<file path="src/rtl/assert_macros.svh">
// Assertion macros for the RTL of the sampler target usage scanner.
`ifndef ASSERT_MACROS_SVH
`define ASSERT_MACROS_SVH

// Same-cycle implication, sampled on clock, off while reset is high.
`define STS_ASSERT_NOW(label, ante, cons, msg) \
   label: assert property (@(posedge clock) disable iff (reset) (ante) |-> (cons)) \
      else $error(msg);

// Next-cycle implication, sampled on clock, off while reset is high.
`define STS_ASSERT_NEXT(label, ante, cons, msg) \
   label: assert property (@(posedge clock) disable iff (reset) (ante) |=> (cons)) \
      else $error(msg);

`endif

</file>
<file path="src/rtl/sts_pkg.sv">
// Package: beat types, character constants and byte classes of the usage scanner.
`timescale 1ns / 1ps
`default_nettype none

package sts_pkg;

   localparam int TARGET_COUNT = 5;
   localparam int MASK_WIDTH   = 32;

   localparam int TGT_1D   = 0;
   localparam int TGT_2D   = 1;
   localparam int TGT_3D   = 2;
   localparam int TGT_CUBE = 3;
   localparam int TGT_RECT = 4;

   localparam int MARKER_LENGTH = 8;
   localparam logic [7:0] MARKER_TEXT [MARKER_LENGTH] =
      '{"t", "e", "x", "t", "u", "r", "e", "["};

   localparam logic [7:0] CHAR_T       = "t";
   localparam logic [7:0] CHAR_E       = "e";
   localparam logic [7:0] CHAR_ZERO    = "0";
   localparam logic [7:0] CHAR_CLOSE   = "]";
   localparam logic [7:0] CHAR_COMMA   = ",";
   localparam logic [7:0] CHAR_SEMI    = ";";
   localparam logic [7:0] CHAR_LF      = 8'h0A;
   localparam logic [7:0] CHAR_CR      = 8'h0D;

   typedef struct packed {
      logic [7:0] text_byte;
      logic       end_of_text;
   } req_type;

   typedef struct packed {
      logic [MASK_WIDTH-1:0] mask_1d;
      logic [MASK_WIDTH-1:0] mask_2d;
      logic [MASK_WIDTH-1:0] mask_3d;
      logic [MASK_WIDTH-1:0] mask_cube;
      logic [MASK_WIDTH-1:0] mask_rect;
   } rsp_type;

   function automatic logic is_digit_byte(input logic [7:0] c);
      return (c >= "0") && (c <= "9");
   endfunction

   function automatic logic is_name_byte(input logic [7:0] c);
      return is_digit_byte(c) || ((c >= "A") && (c <= "Z")) ||
             ((c >= "a") && (c <= "z")) || (c == "_");
   endfunction

   function automatic logic is_space_byte(input logic [7:0] c);
      return (c == " ") || ((c >= 8'd9) && (c <= 8'd13));
   endfunction

endpackage

`default_nettype wire

</file>
<file path="src/rtl/sampler_target_usage_scanner_unit.sv">
// Top level of the sampler target usage scanner: beat registers, scan logic, assertions.
//
// Usage:
//   The req channel carries one source byte per beat, with end_of_text set on the
//   final byte. Each "texture[N]" ... ", TARGET" phrase marks unit N as used with
//   TARGET (1D, 2D, 3D, CUBE or RECT).
//   The rsp channel carries exactly one beat per text: the five usage masks,
//   loaded into the output register when the final byte leaves the input register.
//   Throughput is one byte per cycle while req_stall is low: a byte goes from the
//   input register through the matcher and identifier logic into the scan state.
//   The final byte of a text waits in the input register while an earlier result
//   is still stalled in the output register; any other byte proceeds regardless.
//   req_stall rises only when the input register holds such a waiting byte.
//   Reset (synchronous, active high) clears all scan state and the valid flags of
//   both registers; the block takes bytes from the first cycle after reset.
//   After the final byte all scan state clears, so the next byte starts a new text.
//   While rsp_stall is high the result beat holds unchanged.
`timescale 1ns / 1ps
`default_nettype none
`include "assert_macros.svh"

module sampler_target_usage_scanner_unit import sts_pkg::*; #(
   parameter int UNIT_SLOTS = 32
) (
   input  wire logic    clock,
   input  wire logic    reset,
   input  wire logic    req_valid,
   output logic         req_stall,
   input  wire req_type req_data,
   output logic         rsp_valid,
   input  wire logic    rsp_stall,
   output rsp_type      rsp_data
);

   logic                  in_valid_ff, in_valid_in;
   req_type               in_ff;
   logic                  rsp_valid_ff, rsp_valid_in;
   rsp_type               rsp_ff;
   logic                  req_accept;
   logic                  proc_go;
   logic                  result_load;
   logic                  completed;
   logic [UNIT_SLOTS-1:0] unit_bits;
   rsp_type               scan_masks;

   assign proc_go     = in_valid_ff && (!in_ff.end_of_text || !rsp_valid_ff || !rsp_stall);
   assign result_load = proc_go && in_ff.end_of_text;
   assign req_stall   = in_valid_ff && !proc_go;
   assign req_accept  = req_valid && !req_stall;

   assign in_valid_in  = req_accept || (in_valid_ff && !proc_go);
   assign rsp_valid_in = result_load || (rsp_valid_ff && rsp_stall);

   sts_unit_parser #(
      .UNIT_SLOTS(UNIT_SLOTS)
   ) u_parser (
      .clock     (clock),
      .reset     (reset),
      .step      (proc_go),
      .last      (in_ff.end_of_text),
      .text_byte (in_ff.text_byte),
      .completed (completed),
      .unit_bits (unit_bits)
   );

   sts_group_tracker #(
      .UNIT_SLOTS(UNIT_SLOTS)
   ) u_group (
      .clock     (clock),
      .reset     (reset),
      .step      (proc_go),
      .last      (in_ff.end_of_text),
      .text_byte (in_ff.text_byte),
      .completed (completed),
      .unit_bits (unit_bits),
      .masks     (scan_masks)
   );

   always_ff @(posedge clock) begin
      if (reset) begin
         in_valid_ff  <= 1'b0;
         rsp_valid_ff <= 1'b0;
      end else begin
         in_valid_ff  <= in_valid_in;
         rsp_valid_ff <= rsp_valid_in;
      end
   end

   always_ff @(posedge clock) begin
      if (req_accept) begin
         in_ff <= req_data;
      end
      if (result_load) begin
         rsp_ff <= scan_masks;
      end
   end

   assign rsp_valid = rsp_valid_ff;
   assign rsp_data  = rsp_ff;

   `STS_ASSERT_NEXT(a_final_byte_gives_beat, result_load, rsp_valid, "no result beat")
   `STS_ASSERT_NOW(a_no_overwrite, rsp_valid && rsp_stall, !result_load, "beat overwritten")
   `STS_ASSERT_NEXT(a_byte_held, req_stall, in_valid_ff && $stable(in_ff), "byte lost")
   `STS_ASSERT_NOW(a_stall_only_on_final, req_stall, in_ff.end_of_text && rsp_valid_ff, "needless stall")

endmodule

`default_nettype wire

</file>
<file path="src/rtl/sts_unit_parser.sv">
// Marker matcher and unit number parser of the usage scanner.
`timescale 1ns / 1ps
`default_nettype none

module sts_unit_parser import sts_pkg::*; #(
   parameter int UNIT_SLOTS = 32
) (
   input  wire logic                  clock,
   input  wire logic                  reset,
   input  wire logic                  step,
   input  wire logic                  last,
   input  wire logic [7:0]            text_byte,
   output logic                       completed,
   output logic [UNIT_SLOTS-1:0]      unit_bits
);

   localparam int UW = (UNIT_SLOTS > 1) ? $clog2(UNIT_SLOTS) : 1;
   localparam int VW = UW + 4;

   typedef enum logic [1:0] {NUM_IDLE, NUM_FIRST, NUM_DIGITS} num_phase_type;

   num_phase_type   phase_ff, phase_in;
   logic [2:0]      progress_ff, progress_in;
   logic [UW-1:0]   unit_ff, unit_in;
   logic            oor_ff, oor_in;
   logic [7:0]      digit_diff;
   logic [VW-1:0]   base_value;
   logic [VW-1:0]   next_value;
   logic            next_oor;

   assign digit_diff = text_byte - CHAR_ZERO;
   assign base_value = (phase_ff == NUM_FIRST) ? '0 : VW'(unit_ff);
   assign next_value = VW'(base_value * VW'(4'd10)) + VW'(digit_diff[3:0]);
   assign next_oor   = ((phase_ff != NUM_FIRST) && oor_ff) ||
                       (next_value >= VW'(UNIT_SLOTS));

   assign completed = (phase_ff == NUM_DIGITS) && (text_byte == CHAR_CLOSE);
   assign unit_bits = (completed && !oor_ff) ? (UNIT_SLOTS'(1) << unit_ff) : '0;

   always_comb begin
      phase_in    = phase_ff;
      unit_in     = unit_ff;
      oor_in      = oor_ff;
      progress_in = progress_ff;

      if (phase_ff != NUM_IDLE) begin
         if (is_digit_byte(text_byte)) begin
            oor_in   = next_oor;
            unit_in  = next_oor ? '0 : next_value[UW-1:0];
            phase_in = NUM_DIGITS;
         end else begin
            phase_in = NUM_IDLE;
         end
      end

      if (text_byte == MARKER_TEXT[progress_ff]) begin
         if (progress_ff == 3'(MARKER_LENGTH - 1)) begin
            progress_in = '0;
            phase_in    = NUM_FIRST;
            unit_in     = '0;
            oor_in      = 1'b0;
         end else begin
            progress_in = progress_ff + 3'd1;
         end
      end else if ((progress_ff == 3'd4) && (text_byte == CHAR_E)) begin
         progress_in = 3'd2;
      end else if (text_byte == CHAR_T) begin
         progress_in = 3'd1;
      end else begin
         progress_in = '0;
      end
   end

   always_ff @(posedge clock) begin
      if (reset || (step && last)) begin
         phase_ff    <= NUM_IDLE;
         progress_ff <= '0;
         unit_ff     <= '0;
         oor_ff      <= 1'b0;
      end else if (step) begin
         phase_ff    <= phase_in;
         progress_ff <= progress_in;
         unit_ff     <= unit_in;
         oor_ff      <= oor_in;
      end
   end

endmodule

`default_nettype wire

</file>
<file path="src/rtl/sts_group_tracker.sv">
// Comma search, identifier reader and target mask store of the usage scanner.
`timescale 1ns / 1ps
`default_nettype none

module sts_group_tracker import sts_pkg::*; #(
   parameter int UNIT_SLOTS = 32
) (
   input  wire logic                  clock,
   input  wire logic                  reset,
   input  wire logic                  step,
   input  wire logic                  last,
   input  wire logic [7:0]            text_byte,
   input  wire logic                  completed,
   input  wire logic [UNIT_SLOTS-1:0] unit_bits,
   output rsp_type                    masks
);

   localparam int CW = (UNIT_SLOTS < MASK_WIDTH) ? UNIT_SLOTS : MASK_WIDTH;

   localparam logic [31:0] NAME_1D   = 32'h0000_3144;
   localparam logic [31:0] NAME_2D   = 32'h0000_3244;
   localparam logic [31:0] NAME_3D   = 32'h0000_3344;
   localparam logic [31:0] NAME_CUBE = 32'h4355_4245;
   localparam logic [31:0] NAME_RECT = 32'h5245_4354;

   typedef enum logic [1:0] {GRP_IDLE, GRP_SEEK, GRP_SPACE, GRP_IDENT} grp_phase_type;

   grp_phase_type          phase_ff, phase_in;
   logic [UNIT_SLOTS-1:0]  pend_ff, pend_in;
   logic [31:0]            chars_ff, chars_in;
   logic [2:0]             len_ff, len_in;
   logic [UNIT_SLOTS-1:0]  use_ff [TARGET_COUNT];
   logic [UNIT_SLOTS-1:0]  use_in [TARGET_COUNT];
   logic [UNIT_SLOTS-1:0]  final_use [TARGET_COUNT];
   logic                   close_now;
   logic [TARGET_COUNT-1:0] close_hits;
   logic [TARGET_COUNT-1:0] final_hits;

   function automatic logic [TARGET_COUNT-1:0] target_hits(input logic [31:0] chars,
                                                           input logic [2:0]  len);
      logic [TARGET_COUNT-1:0] hits;
      hits           = '0;
      hits[TGT_1D]   = (len == 3'd2) && (chars == NAME_1D);
      hits[TGT_2D]   = (len == 3'd2) && (chars == NAME_2D);
      hits[TGT_3D]   = (len == 3'd2) && (chars == NAME_3D);
      hits[TGT_CUBE] = (len == 3'd4) && (chars == NAME_CUBE);
      hits[TGT_RECT] = (len == 3'd4) && (chars == NAME_RECT);
      return hits;
   endfunction

   always_comb begin
      phase_in  = phase_ff;
      pend_in   = pend_ff;
      chars_in  = chars_ff;
      len_in    = len_ff;
      use_in    = use_ff;
      close_now = 1'b0;

      unique case (phase_ff)
         GRP_SEEK: begin
            if (text_byte == CHAR_COMMA) begin
               phase_in = GRP_SPACE;
            end else if ((text_byte == CHAR_SEMI) || (text_byte == CHAR_LF) ||
                         (text_byte == CHAR_CR)) begin
               pend_in  = '0;
               phase_in = GRP_IDLE;
            end
         end
         GRP_SPACE: begin
            if (!is_space_byte(text_byte)) begin
               if (is_name_byte(text_byte)) begin
                  phase_in = GRP_IDENT;
                  chars_in = {24'h0, text_byte};
                  len_in   = 3'd1;
               end else begin
                  close_now = 1'b1;
               end
            end
         end
         GRP_IDENT: begin
            if (is_name_byte(text_byte)) begin
               if (len_ff < 3'd4) begin
                  chars_in = {chars_ff[23:0], text_byte};
                  len_in   = len_ff + 3'd1;
               end else begin
                  len_in = 3'd5;
               end
            end else begin
               close_now = 1'b1;
            end
         end
         default: begin
         end
      endcase

      close_hits = target_hits(chars_ff, len_ff);
      if (close_now) begin
         for (int t = 0; t < TARGET_COUNT; t++) begin
            if (close_hits[t]) begin
               use_in[t] = use_ff[t] | pend_ff;
            end
         end
         pend_in  = '0;
         phase_in = GRP_IDLE;
         chars_in = '0;
         len_in   = '0;
      end

      if (completed) begin
         pend_in  = pend_in | unit_bits;
         phase_in = GRP_SEEK;
      end

      final_hits = (phase_in == GRP_IDENT) ? target_hits(chars_in, len_in) : '0;
      for (int t = 0; t < TARGET_COUNT; t++) begin
         final_use[t] = use_in[t] | (final_hits[t] ? pend_in : '0);
      end
   end

   assign masks.mask_1d   = MASK_WIDTH'(final_use[TGT_1D][CW-1:0]);
   assign masks.mask_2d   = MASK_WIDTH'(final_use[TGT_2D][CW-1:0]);
   assign masks.mask_3d   = MASK_WIDTH'(final_use[TGT_3D][CW-1:0]);
   assign masks.mask_cube = MASK_WIDTH'(final_use[TGT_CUBE][CW-1:0]);
   assign masks.mask_rect = MASK_WIDTH'(final_use[TGT_RECT][CW-1:0]);

   always_ff @(posedge clock) begin
      if (reset || (step && last)) begin
         phase_ff <= GRP_IDLE;
         pend_ff  <= '0;
         chars_ff <= '0;
         len_ff   <= '0;
         for (int t = 0; t < TARGET_COUNT; t++) begin
            use_ff[t] <= '0;
         end
      end else if (step) begin
         phase_ff <= phase_in;
         pend_ff  <= pend_in;
         chars_ff <= chars_in;
         len_ff   <= len_in;
         use_ff   <= use_in;
      end
   end

endmodule

`default_nettype wire

</file>
<file path="config.mk">
export PLATFORM = sky130hd
export DESIGN_NAME = sampler_target_usage_scanner_unit
export DESIGN_NICKNAME = d
export VERILOG_FILES = /design/src/rtl/sts_pkg.sv /design/src/rtl/sampler_target_usage_scanner_unit.sv /design/src/rtl/sts_unit_parser.sv /design/src/rtl/sts_group_tracker.sv
export VERILOG_INCLUDE_DIRS = /design/src /design/src/rtl
export SDC_FILE = /design/constraint.sdc
export NUM_CORES = 1
export LEC_CHECK = 0
export ABC_CLOCK_PERIOD_IN_PS = 13500
export BUFFER_PORTS_ARGS = -buffer_cell sky130_fd_sc_hd__buf_4
export CORE_MARGIN = 5
export CORE_UTILIZATION = 35
export CTS_CLUSTER_DIAMETER = 30
export DETAILED_ROUTE_END_ITERATION = 8
export SLEW_MARGIN = 20
export SYNTH_ARGS = -nofsm -noshare
export SYNTH_HDL_FRONTEND = slang
export SYNTH_SLANG_ARGS = --single-unit
</file>
<file path="constraint.sdc">
create_clock -name clock -period 13.5 [get_ports clock]
set_clock_uncertainty 0.1 [all_clocks]
set_input_delay 0.675 -clock clock [delete_from_list [all_inputs] [get_ports clock]]
set_output_delay 0.675 -clock clock [all_outputs]
set_load 0.02 [all_outputs]
</file>
# ---- After elaboration in Yosys (flattened, before gate mapping)
# Memories as Yosys holds them, arrays and structs flattened.
# Index checks and enable logic that the tools add are counted.
dict set report word_totals {
  mem_bits_ro 64
  register_bits 411
  word_cells 187
  output_inout_bits 162
  mem_count 1
}
dict set report op_classes {
  n_shift 1
  magnitude_cmp 11
  muxes 60
  add_sub_neg 4
  n_reduce_logical 42
  n_bitwise 12
  multipliers 1
  n_eq_ne 33
}
# name words word_bits rd rd_clocked_by_memory_dff wr line_no
set memory_table {}
lappend memory_table {{(name not given)} 8 8 1 0 0 sts_unit_parser.sv:56} ;# if (text_byte == MARKER_TEXT[progress_ff]) begin
# op count
set op_table {}
lappend op_table {{$mux W32} 21}
lappend op_table {{$or A32 B32 Y32} 11}
lappend op_table {{$eq A32 B14 Y1 const B} 6}
lappend op_table {{$mux W160} 1}
lappend op_table {{$eq A32 B31 Y1 const B} 4}
lappend op_table {{$pmux W32 S2} 1}
lappend op_table {{$mux W5} 7}
lappend op_table {{$eq A8 B7 Y1 const B} 4}
lappend op_table {{$shl A1 B5 Y32 const A} 1}
lappend op_table {{$eq A8 B6 Y1 const B} 3}
lappend op_table {{$mux W3} 8}
lappend op_table {{$logic_and A1 B1 Y1} 23}
lappend op_table {{$mux W2} 10}
lappend op_table {{$eq A8 B4 Y1 const B} 2}
lappend op_table {{$ge A8 B7 Y1 const B} 2}
lappend op_table {{$le A8 B7 Y1 const B} 2}
lappend op_table {{$mux W8} 2}
lappend op_table {{$eq A3 B3 Y1 const B} 4}
lappend op_table {{$logic_or A1 B1 Y1} 12}
lappend op_table {{$add A9 B4 Y9} 1}
lappend op_table {{$ge A9 B6 Y1 const B} 1}
lappend op_table {{$mul A9 B3 Y8 const B} 1}
lappend op_table {{$eq A2 B2 Y1 const B} 4}
lappend op_table {{$eq A8 B8 Y1} 1}
lappend op_table {{18 further kinds} 32}

# ---- Depth between registers and ports, before layout
dict set report depth {
  word_depth 14
  ltp_mapped 14
  mapped_depth_nobuf 12
}

# ---- Hierarchy
# A second synthesis with hierarchy kept.
dict set report hier_totals {
  cells_unflattened 1805
  area_unflattened_um2 17810.8
}
# module n_inst cells_each seq_area_each_um2 area_per_inst_um2
set modules_own_cells {}
lappend modules_own_cells {sts_group_tracker 1 1419 4584.4 11143.2}
lappend modules_own_cells {sampler_target_usage_scanner_unit 1 182 5114.9 5167.5}
lappend modules_own_cells {sts_unit_parser 1 204 220.2 1500.2}

# ---- Worst setup path after synthesis
# OpenSTA, ideal clock, no wires.
dict set report synth_path {
  kind {input port to flip-flop}
  from {input port rsp_stall}
  to {register u_group.chars_ff[1]}
  required_time_ps 13268
  stages 7
  slack_ps 7425
  setup_time_ps 132
  t_arrival_ps 5843
  path_cell_list {nand3_1 and3_1 or2_2 clkbuf_1 clkbuf_1 clkbuf_1 nor3_1}
}
dict set report synth_via {
  elab_chain_cells 5
}
# element line_no
set synth_rtl {}
lappend synth_rtl {{start, declared} sampler_target_usage_scanner_unit.sv:31} ;# input wire logic rsp_stall,
lappend synth_rtl {{$logic_not A1 Y1} sampler_target_usage_scanner_unit.sv:46} ;# assign proc_go = in_valid_ff && (!in_ff.end_of_text || !rsp_valid_ff || !rsp_stall);
lappend synth_rtl {{$logic_or A1 B1 Y1} sampler_target_usage_scanner_unit.sv:46}
lappend synth_rtl {{$logic_and A1 B1 Y1} sampler_target_usage_scanner_unit.sv:46}
lappend synth_rtl {{$logic_and A1 B1 Y1} -}
lappend synth_rtl {{via result_load} sampler_target_usage_scanner_unit.sv:41} ;# logic result_load;
lappend synth_rtl {{$logic_or A1 B1 Y1} sts_group_tracker.sv:127} ;# if (reset || (step && last)) begin
lappend synth_rtl {{end signal, assigned} sts_group_tracker.sv:138} ;# chars_ff <= chars_in;
lappend synth_rtl {{end, declared} sts_group_tracker.sv:30} ;# logic [31:0] chars_ff, chars_in;
# The timed path passes the listed nets, and every way through them passes these cells.
# A chain may end at the register's enable or synchronous reset.

==> impl_metrics.py <==
metrics = {
    "synthesis": {
        "synth.avg_cell_area_sq_um": 9.785,
        "synth_seq_area_share_pct": 57.93,
        "ys_ff_latch": 411,
        "synthCells": 1750,
        "synth_area_sq_um": 17120,
        "ys.flop_type": "dfxtp_1",
        "ys_types": 76,
        "synth_edf_count": 169,
        "yosys_warnings": 0,
        "syn-num-nets": 1789,
        "async_reset_ff_share_pct": 0,
    },
    "route": {
        "ant_nets": 0,
        "drt_wl_total_um": 54980,
        "routedWlPerCell_um": 21.29,
        "drt-initial-drc-count": 1327,
        "firstDrtPassIters": 6,
        "num_vias": 14280,
        "drc": 0,
        "vias_per_cell": 5.530,
    },
    "timing": {
        "fin_tns_setup_ns": 0,
        "fmax_mhz": 181.2,
        "fin_crit_ns": 5.519,
        "worst_pin_slew_ns": 1.198,
        "rsz0062_at_grt": "no",
        "finalHoldViolCount": 0,
        "slew_viol_final": 0,
        "setup_slack_ns": 7.981,
        "relSlewSlack_pct": 19.92,
        "setup_viol": 0,
        "fin_crit_sh_pct": 40.88,
    },
    "cts": {
        "cts_tree": "yes",
        "cts-htree-levels": 3,
        "clk_latency_ns": 0.60,
        "root_buffer": "clkbuf_16",
        "clkSinkCount": 411,
        "cts_made_buffers": 90,
        "clock_path_buffers": 3,
        "ctsHoldBuffers": 0,
        "cts_setup_buffers": 0,
        "cts.clk_slew.worst_paths_ns": 0.05,
        "cts_resized": 0,
    },
    "grt": {
        "grt_antenna_before_repair": 0,
        "grt_max_degree": 85,
        "grt_pass1_vias": 13640,
        "grt_pass1_wl_um": 82580,
        "grt_use_total_pct": 19.78,
        "grt-ovfl-total": 0,
    },
    "setup_path": {
        "crit_buf_inv": 1,
        "crit_required_ns": 13.78,
        "max_stage_delay_ns": 0.96,
        "crit_fanout": 32,
        "crit_family": "simple AND/OR/NAND/NOR gates",
        "cp_data_arrival_time_ns": 5.80,
        "end_kind": "flip-flop",
        "crit_type": "reg2reg",
        "r2r_slack_ns": 7.98,
        "crit_slowest_cell": "nand3_2",
        "cp_cell_sequence": "or4b_4 > a2111oi_4 > a31oi_1 > buf_4 > nor2_2 > a22oi_1 > nand4b_1 > nor4_1 > nand3_2 > o21ai_0",
        "cp-start-kind": "flip-flop",
    },
    "cells_and_area": {
        "synthToLayoutAreaGrowth_pct": 26.54,
        "layout_commonest_cell": "a21oi_1",
        "drive_above_1_share_pct": 18.32,
        "layout.nets": 1924,
        "finalNonFillerCells": 2582,
        "num_antenna_cells": 0,
        "layout_common_cells": "324 x a21oi_1, 277 x nor2_1, 242 x dfxtp_1",
    },
    "worst_hold_path": {
        "hp-class": "in2reg",
    },
    "floorplan": {
        "start_util_pct": 35.20,
        "dieArea_sq_um": 53450,
        "coreArea_sq_um": 48650,
        "io_pins": 175,
        "die_x_um": 231.2,
        "die_h_um": 231.2,
        "num_rows": 81,
    },
    "power_and_ir_drop": {
        "pwr-share-seq_pct": 38.7,
        "p_leak_nw": 8.246,
        "switchingPower_uw": 794.9,
        "p_clk_share_pct": 58.3,
        "power.density_nw_per_um2": 159.3,
        "p_sw_share_pct": 23.03,
        "pwr-share-comb_pct": 3.0,
        "intPower_mw": 2.656,
        "p_total_mw": 3.451,
        "ir_drop_uv": 109.3,
    },
    "place": {
        "port_buffers": 174,
        "hpwl_um": 33520,
        "dp_worst_setup_slack_ns": 8.045,
        "dp_cells": 2415,
        "globalplace.congestion": 0.9149,
    },
    "status": {
        "status": "finished clean",
    },
    "flow_run": {
        "drv_cap": 0,
    },
}
==> per-layer routing <==
layer  vias up  wire length (um)  global-route usage [%]
li1       6689                 -                       -
met1      6891             24350                   27.44
met2       592             25080                   30.88
met3       107              4071                   4.055
met4         0              1477                   7.058
met5         -                 0                       0
==> worst paths after layout <==
| kind | startpoint | to | cells after the start |
|---|---|---|---|
| setup / recovery | in_ff[3] | rsp_data[122] | 10 |
| setup reg to reg | in_ff[3] | rsp_data[122] | 10 |
| hold reg to reg | u_group.use_ff[77] | u_group.use_ff[77] | 2 |
| hold / removal | req_data[0] | in_ff[0] | 1 |
==> power groups by stage <==
stage	Sequential [mW]	Combinational (mW)	Clock (mW)
after global routing	1.34	0.113	2.11
after CTS	1.34	0.103	2.04
final	1.34	0.103	2.01
after detailed placement	1.36	0.103	0
after floorplan	1.34	0.0841	0
after global placement	1.36	0.102	0
==> flip-flops by register name, summed over array words and instances (netlist names) <==
| signal | flops |
|---|---|
| u_parser.oor_ff | 1 |
| u_parser.unit_ff | 5 |
| rsp_valid | 1 |
| in_ff | 9 |
| in_valid_ff | 1 |
| u_group.len_ff | 3 |
| u_parser.progress_ff | 3 |
| u_parser.phase_ff | 2 |
| u_group.phase_ff | 2 |
| u_group.pend_ff | 32 |
| rsp_data | 160 |
| u_group.use_ff | 160 |
| u_group.chars_ff | 32 |
==> cell families after synthesis <==
kind of cell	after synthesis	synth area share, %
AND/OR/NAND/NOR	450	12.01
flip-flops	411	57.93
multiplexers	7	0.4238
adder cells (fa/ha/maj)	26	1.987
buffers and inverters	192	4.479
AO/OA/AOI/OAI	657	22.81
XOR/XNOR	7	0.3580
==> synth_stat cells, types with 9 or more instances <==
cell type  count  share of area [%]
dfxtp_1      242                 28
nand4_1       12               0.44
nand2_1       36               0.79
nor3_1        19               0.56
inv_1         49                1.1
a21oi_1      324                9.5
nand3_1       17               0.50
a22oi_1       52                2.3
a211oi_1      45                2.0
o21ai_0      139                4.1
nand2b_1       9               0.33
ha_1          24                1.8
edfxtp_1     169                 30
a221o_1       34                2.0
clkbuf_1     129                2.8
nor2_1       285                6.2
==> stage by stage <==
stage | area, sq um | utilization, % | hold slack [ns]
floorplan | 17120 | - | 0.3374
global placement | 18810 | 38.68 | 0.3471
detailed placement | 18810 | 38.68 | 0.3545
CTS | 21670 | 44.54 | 0.1272
global route | 21670 | 44.54 | 0.1367
finish | 21670 | 44.54 | 0.1604
==> final cells by class <==
class,count,area (sq um)
fillers,4507,26980
flip-flops and latches,411,9920
multi-input cells,1147,6536
clock buffers,115,2376
repair buffers,186,1396
well taps,622,778.2
clock inverters,52,478.0
inverters,49,183.9
(Power assumes the default switching activity.)
